==> config.mk <==
export PLATFORM = sky130hd
export DESIGN_NAME = dsf_div_cell
export DESIGN_NICKNAME = d
export VERILOG_FILES = /design/src/rtl/core/dsf_pkg.sv /design/src/rtl/core/dsf_div_cell.sv
export SDC_FILE = /design/constraint.sdc
export NUM_CORES = 1
export LEC_CHECK = 0
export CAP_MARGIN = 10
export CORE_MARGIN = 3
export CORE_UTILIZATION = 38
export CTS_BUF_LIST = sky130_fd_sc_hd__clkbuf_16
export DETAILED_ROUTE_END_ITERATION = 10
export DONT_BUFFER_PORTS = 1
export PLACE_DENSITY = 0.49
export SYNTH_ARGS = -nofsm -noshare
export SYNTH_HDL_FRONTEND = slang
export SYNTH_SLANG_ARGS = --single-unit
==> constraint.sdc <==
create_clock -name clk -period 0.8 [get_ports clk]
set_input_delay 0 -clock clk [delete_from_list [all_inputs] [get_ports clk]]
set_output_delay 0 -clock clk [all_outputs]
set_load 0.05 [all_outputs]
==> src/rtl/core/dsf_pkg.sv <==
// shared types, constants and the sine table builder for the dsf oscillator
`default_nettype none
package dsf_pkg;

	localparam int DIVIDE_STEPS = 16;
	localparam int ACC_W        = 56;
	localparam int DSH_W        = 47;
	localparam int WFAC_W       = 15;
	localparam logic [22:0] Q23_MAX = 23'h7fffff;
	localparam logic [23:0] RATIO_BASE = 24'd8279556;
	localparam logic [14:0] WFAC_BASE = 15'd16384;
	localparam logic [6:0] WFAC_STEP = 7'h5a;
	localparam logic [6:0] DIAL_FULL = 7'd127;
	localparam longint unsigned HALF_PI_Q30 = 64'd1686629713;

	// payload handed from one divide cell to the next
	typedef struct packed {
		logic [ACC_W-1:0]  acc;
		logic              carry;
		logic [DSH_W-1:0]  dsh;
		logic              num_neg;
		logic [WFAC_W-1:0] wfac;
	} div_beat_t;

	// next taylor term before its factorial step: term * x^2 in q30, used at elaboration only
	function automatic longint unsigned taylor_mul(input longint unsigned term,
			input longint unsigned x);
		longint unsigned t;
		t = (term * x) >> 30;
		t = (t * x) >> 30;
		return t;
	endfunction

	// clamp the q30 sum at zero, round to q23 and cap, used at elaboration only
	function automatic logic [22:0] sine_round(input longint sum);
		longint v;
		v = (sum < 0) ? 64'sd0 : sum;
		v = (v + 64'sd64) >>> 7;
		if (v > 64'sd8388607) begin
			v = 64'sd8388607;
		end
		return v[22:0];
	endfunction

endpackage
`default_nettype wire

==> src/rtl/core/dsf_div_cell.sv <==
// one non-restoring divide step with its pipeline register
`default_nettype none
module dsf_div_cell
	import dsf_pkg::*;
(
	input  wire logic      clk,
	input  wire logic      arst_n,
	input  wire logic      en,
	input  wire logic      vld_in,
	input  wire div_beat_t beat_in,
	output logic           vld_q,
	output div_beat_t      beat_q
);

	logic [ACC_W-1:0] shifted;
	logic [ACC_W-1:0] acc_next;
	logic [ACC_W-1:0] dsh_ext;

	always_comb begin
		shifted  = {beat_in.acc[ACC_W-2:0], beat_in.carry};
		dsh_ext  = {{(ACC_W-DSH_W){1'b0}}, beat_in.dsh};
		acc_next = beat_in.acc[ACC_W-1] ? shifted + dsh_ext : shifted - dsh_ext;
	end

	always_ff @(posedge clk or negedge arst_n) begin
		if (!arst_n) begin
			vld_q <= 1'b0;
		end else if (en) begin
			vld_q <= vld_in;
		end
	end

	always_ff @(posedge clk) begin
		if (en) begin
			beat_q.acc     <= acc_next;
			beat_q.carry   <= ~acc_next[ACC_W-1];
			beat_q.dsh     <= beat_in.dsh;
			beat_q.num_neg <= beat_in.num_neg;
			beat_q.wfac    <= beat_in.wfac;
		end
	end

endmodule
`default_nettype wire

==> impl_metrics.yaml <==
clock_tree:
  cts_max_path_buffers: 2
  htreeDepth: 4
  worst_skew_pair.late_latency_ns: 0.42
  clk_pin_slew_ns: 0.07
  cts_num_sinks: 121
  cts_buffers: 17
  cts_tree: "done"
  clockRootBuffer: "clkbuf_16"
finish:
  fin_cells: 1575
  finish.net_count: 1476
  multi_input_area_sq_mm: 0.00540
  fillers: 1562
  area_growth_pct: 77.4
  antenna_cells: 0
  drive_gt1_frac: 0.485
  seqCellArea_sq_mm: 0.00363
  stdcell_area_sq_mm: 0.0146
sta:
  tightest_slew_ns: 0.382
  fin_skew_ns: 0
  finalCriticalPeriod_ns: 3.61
  post-route-period-util: 4.52
  slew_headroom: 0.744
  hold_viol: 124
  rsz0062_at_grt: "yes"
  report.final.slew_viol_count: 0
  fin_ws_ns: -2.81
  setup_viol: 178
  max_freq_ghz: 0.277
  fin_hold_ws_ns: -0.317
setup_path:
  crit_buf_inv: 4
  worstPathMaxFanout: 4
  cp_cell_sequence: "or4_4 -> nor4b_4 -> buf_4 -> nand2_4 -> nor2_4 -> buf_6 -> a31oi_4 -> xor2_1 -> ha_1 -> buf_6 -> nand4_4 -> nor4_4 -> o2111ai_2 -> o311a_4 -> a2111oi_4 -> buf_4 -> o21ai_4 -> a211oi_2 -> a311oi_2"
  worstSetupPathType: "in2reg"
  cp_data_required_time_ns: 0.96
  end_kind: "flop"
  critical-path-max-stage-delay_ns: 0.54
  crit_arrival_ns: 3.78
  startpoint_type: "input port"
  slowest_stage: "or4_4"
  crit_family: "simple AND/OR/NAND/NOR gates"
hold_path:
  min-delay-path-class: "in2reg"
detailed_routing:
  wire_per_inst_um: 19.9
  post-route-drc-count: 0
  ant_nets: 0
  drtIter0Drc: 512
  wl_mm: 31.4
  vias: 8451
  first_pass_iters: 7
  via_per_inst: 5.37
yosys:
  synth_nets: 999
  ys_warn_count: 0
  synth_edf_count: 120
  synthFlopType: "edfxtp_1"
  ys_top_cells_by_area: "edfxtp_1, ha_1, a21oi_1"
  yosys.area.top_type: "edfxtp_1"
  syn_avg_cell_area_sq_um: 10.2
  synthCells: 810
  yosysSeqAreaShare: 0.441
  synthTopCellsByCount: "edfxtp_1, a21oi_1, nand2_1, nor2_1, ha_1"
  yosysMostFrequentCell: "edfxtp_1"
  ys_ff_latch: 121
  synth_top_area_frac: 0.438
  synth_area_sq_mm: 0.00823
  yosys.cell_types.count: 75
  synthArstFlopShare: 0.00826
floorplanning:
  die_width_um: 153
  die_h_um: 153
  io_pins: 245
  fp-row-count: 53
  dieArea_sq_mm: 0.0235
  coreArea_sq_mm: 0.0212
  start_util: 0.389
placement:
  io_buffers: 0
  hpwl_mm: 22.5
  post_dp_cell_area_sq_mm: 0.0115
  gp_congestion: 0.900
  dp.cells: 1422
  pre_cts_ws_ns: -3.35
global_routing:
  antenna_found_initial: 2
  grt_use_total: 0.255
  grt_pass1_vias: 8672
  overflow: 0
  grt_pass1_wl_mm: 47.3
  grt_max_degree: 122
job:
  maxCapViolations: 0
outcome:
  outcome: "finished with violations"
  violations: "negative hold slack, negative setup slack"
power:
  power_density_mw_per_mm2: 2140
  irDropWorstVdd_uv: 1410
  p_leak_uw: 0.00616
[sequential cells by signal, summed over array words and instances (netlist names)]
register	flops
vld_q	1
beat_q	120
[final timing paths]
kind | cells after the start | endpoint | slack, ns | from
min | 0 | beat_q[116]$_DFFE_PP_ | -0.32 | en
max reg2reg | 2 | vld_q$_DFFE_PN0P_ | -0.11 | vld_q$_DFFE_PN0P_
max | 19 | beat_q[109]$_DFFE_PP_ | -2.81 | beat_in[27]
min reg2reg | 2 | vld_q$_DFFE_PN0P_ | 0.64 | vld_q$_DFFE_PN0P_
max in group asynchronous | 2 | vld_q$_DFFE_PN0P_ | 0.34 | arst_n
min in group asynchronous | 2 | vld_q$_DFFE_PN0P_ | 0.33 | arst_n
[cells in the final DEF, fill, tap and decap left out, types with 5 or more instances in the layout]
master and instances:
and2_4 5, o21ai_2 12, ha_1 53, ha_2 8
nor2_4 7, clkbuf_16 17, xor2_1 47, nand2_2 14
buf_4 262, dlygate4sd3_1 67, o21ai_1 7, nor2_2 6
nor3_2 7, o211ai_1 6, a21o_1 24, xnor2_2 5
nor3_1 13, xnor2_1 36, nor2_1 57, inv_6 9
edfxtp_1 120, inv_1 26, buf_12 13, o21ai_0 12
nand2_1 57, a21oi_1 60, o21a_1 8, a21oi_2 31
nand4_1 16, o21bai_1 9, nand3_1 8, buf_6 141
a21oi_4 12
[power by group]
part | total (uW) | internal, uW | switching [uW]
Combinational | 14400 | 6580 | 7850
Sequential | 8710 | 8200 | 507
Clock | 8110 | 4730 | 3370
[routing by layer]
| metal | up-vias | global-route usage | wire (um) |
|---|---|---|---|
| met5 | - | 0 | 39 |
| met4 | 4 | 0.0938 | 994 |
| met3 | 69 | 0.0589 | 1930 |
| met2 | 304 | 0.436 | 15700 |
| met1 | 4072 | 0.316 | 12800 |
| li1 | 4002 | - | - |
[final cells by class]
type                    count  area share
clock buffers              17      0.0291
clock inverters            15      0.0123
inverters                  28     0.00840
multi-input cells         635       0.370
flip-flops and latches    121       0.249
well taps                 275      0.0236
repair buffers            484       0.308
[kinds of logic after synthesis]
group,count (synthesis),share of synthesized area
compound gates,238,0.185
xor+xnor,93,0.0999
fa+ha+maj,65,0.0997
buf+inv,54,0.0274
flops,121,0.441
mux,3,0.00395
simple gates,236,0.143
[through the flow]
step | total power (uW) | util | hold slack [ns] | TNS (ns)
2_1_floorplan | 15700 | - | -0.296 | -113.66
3_3_place_gp | 20300 | 0.545 | -0.296 | -139.04
3_5_place_dp | 20400 | 0.545 | -0.296 | -140.54
4_1_cts | 30600 | 0.668 | -0.321 | -133.46
5_1_grt | 32500 | 0.690 | -0.333 | -145.08
6_report | 31200 | 0.690 | -0.317 | -134.26
[what timing repair did]
item                                    CTS  global route
buffers inserted                         35            28
hold endpoints to repair                190           125
hold buffers                             67             1
endpoints found under the setup margin  177           178
pin swaps                                62            73
gates resized for setup                 256            70
No activity file was read; power rests on OpenSTA's default activity.
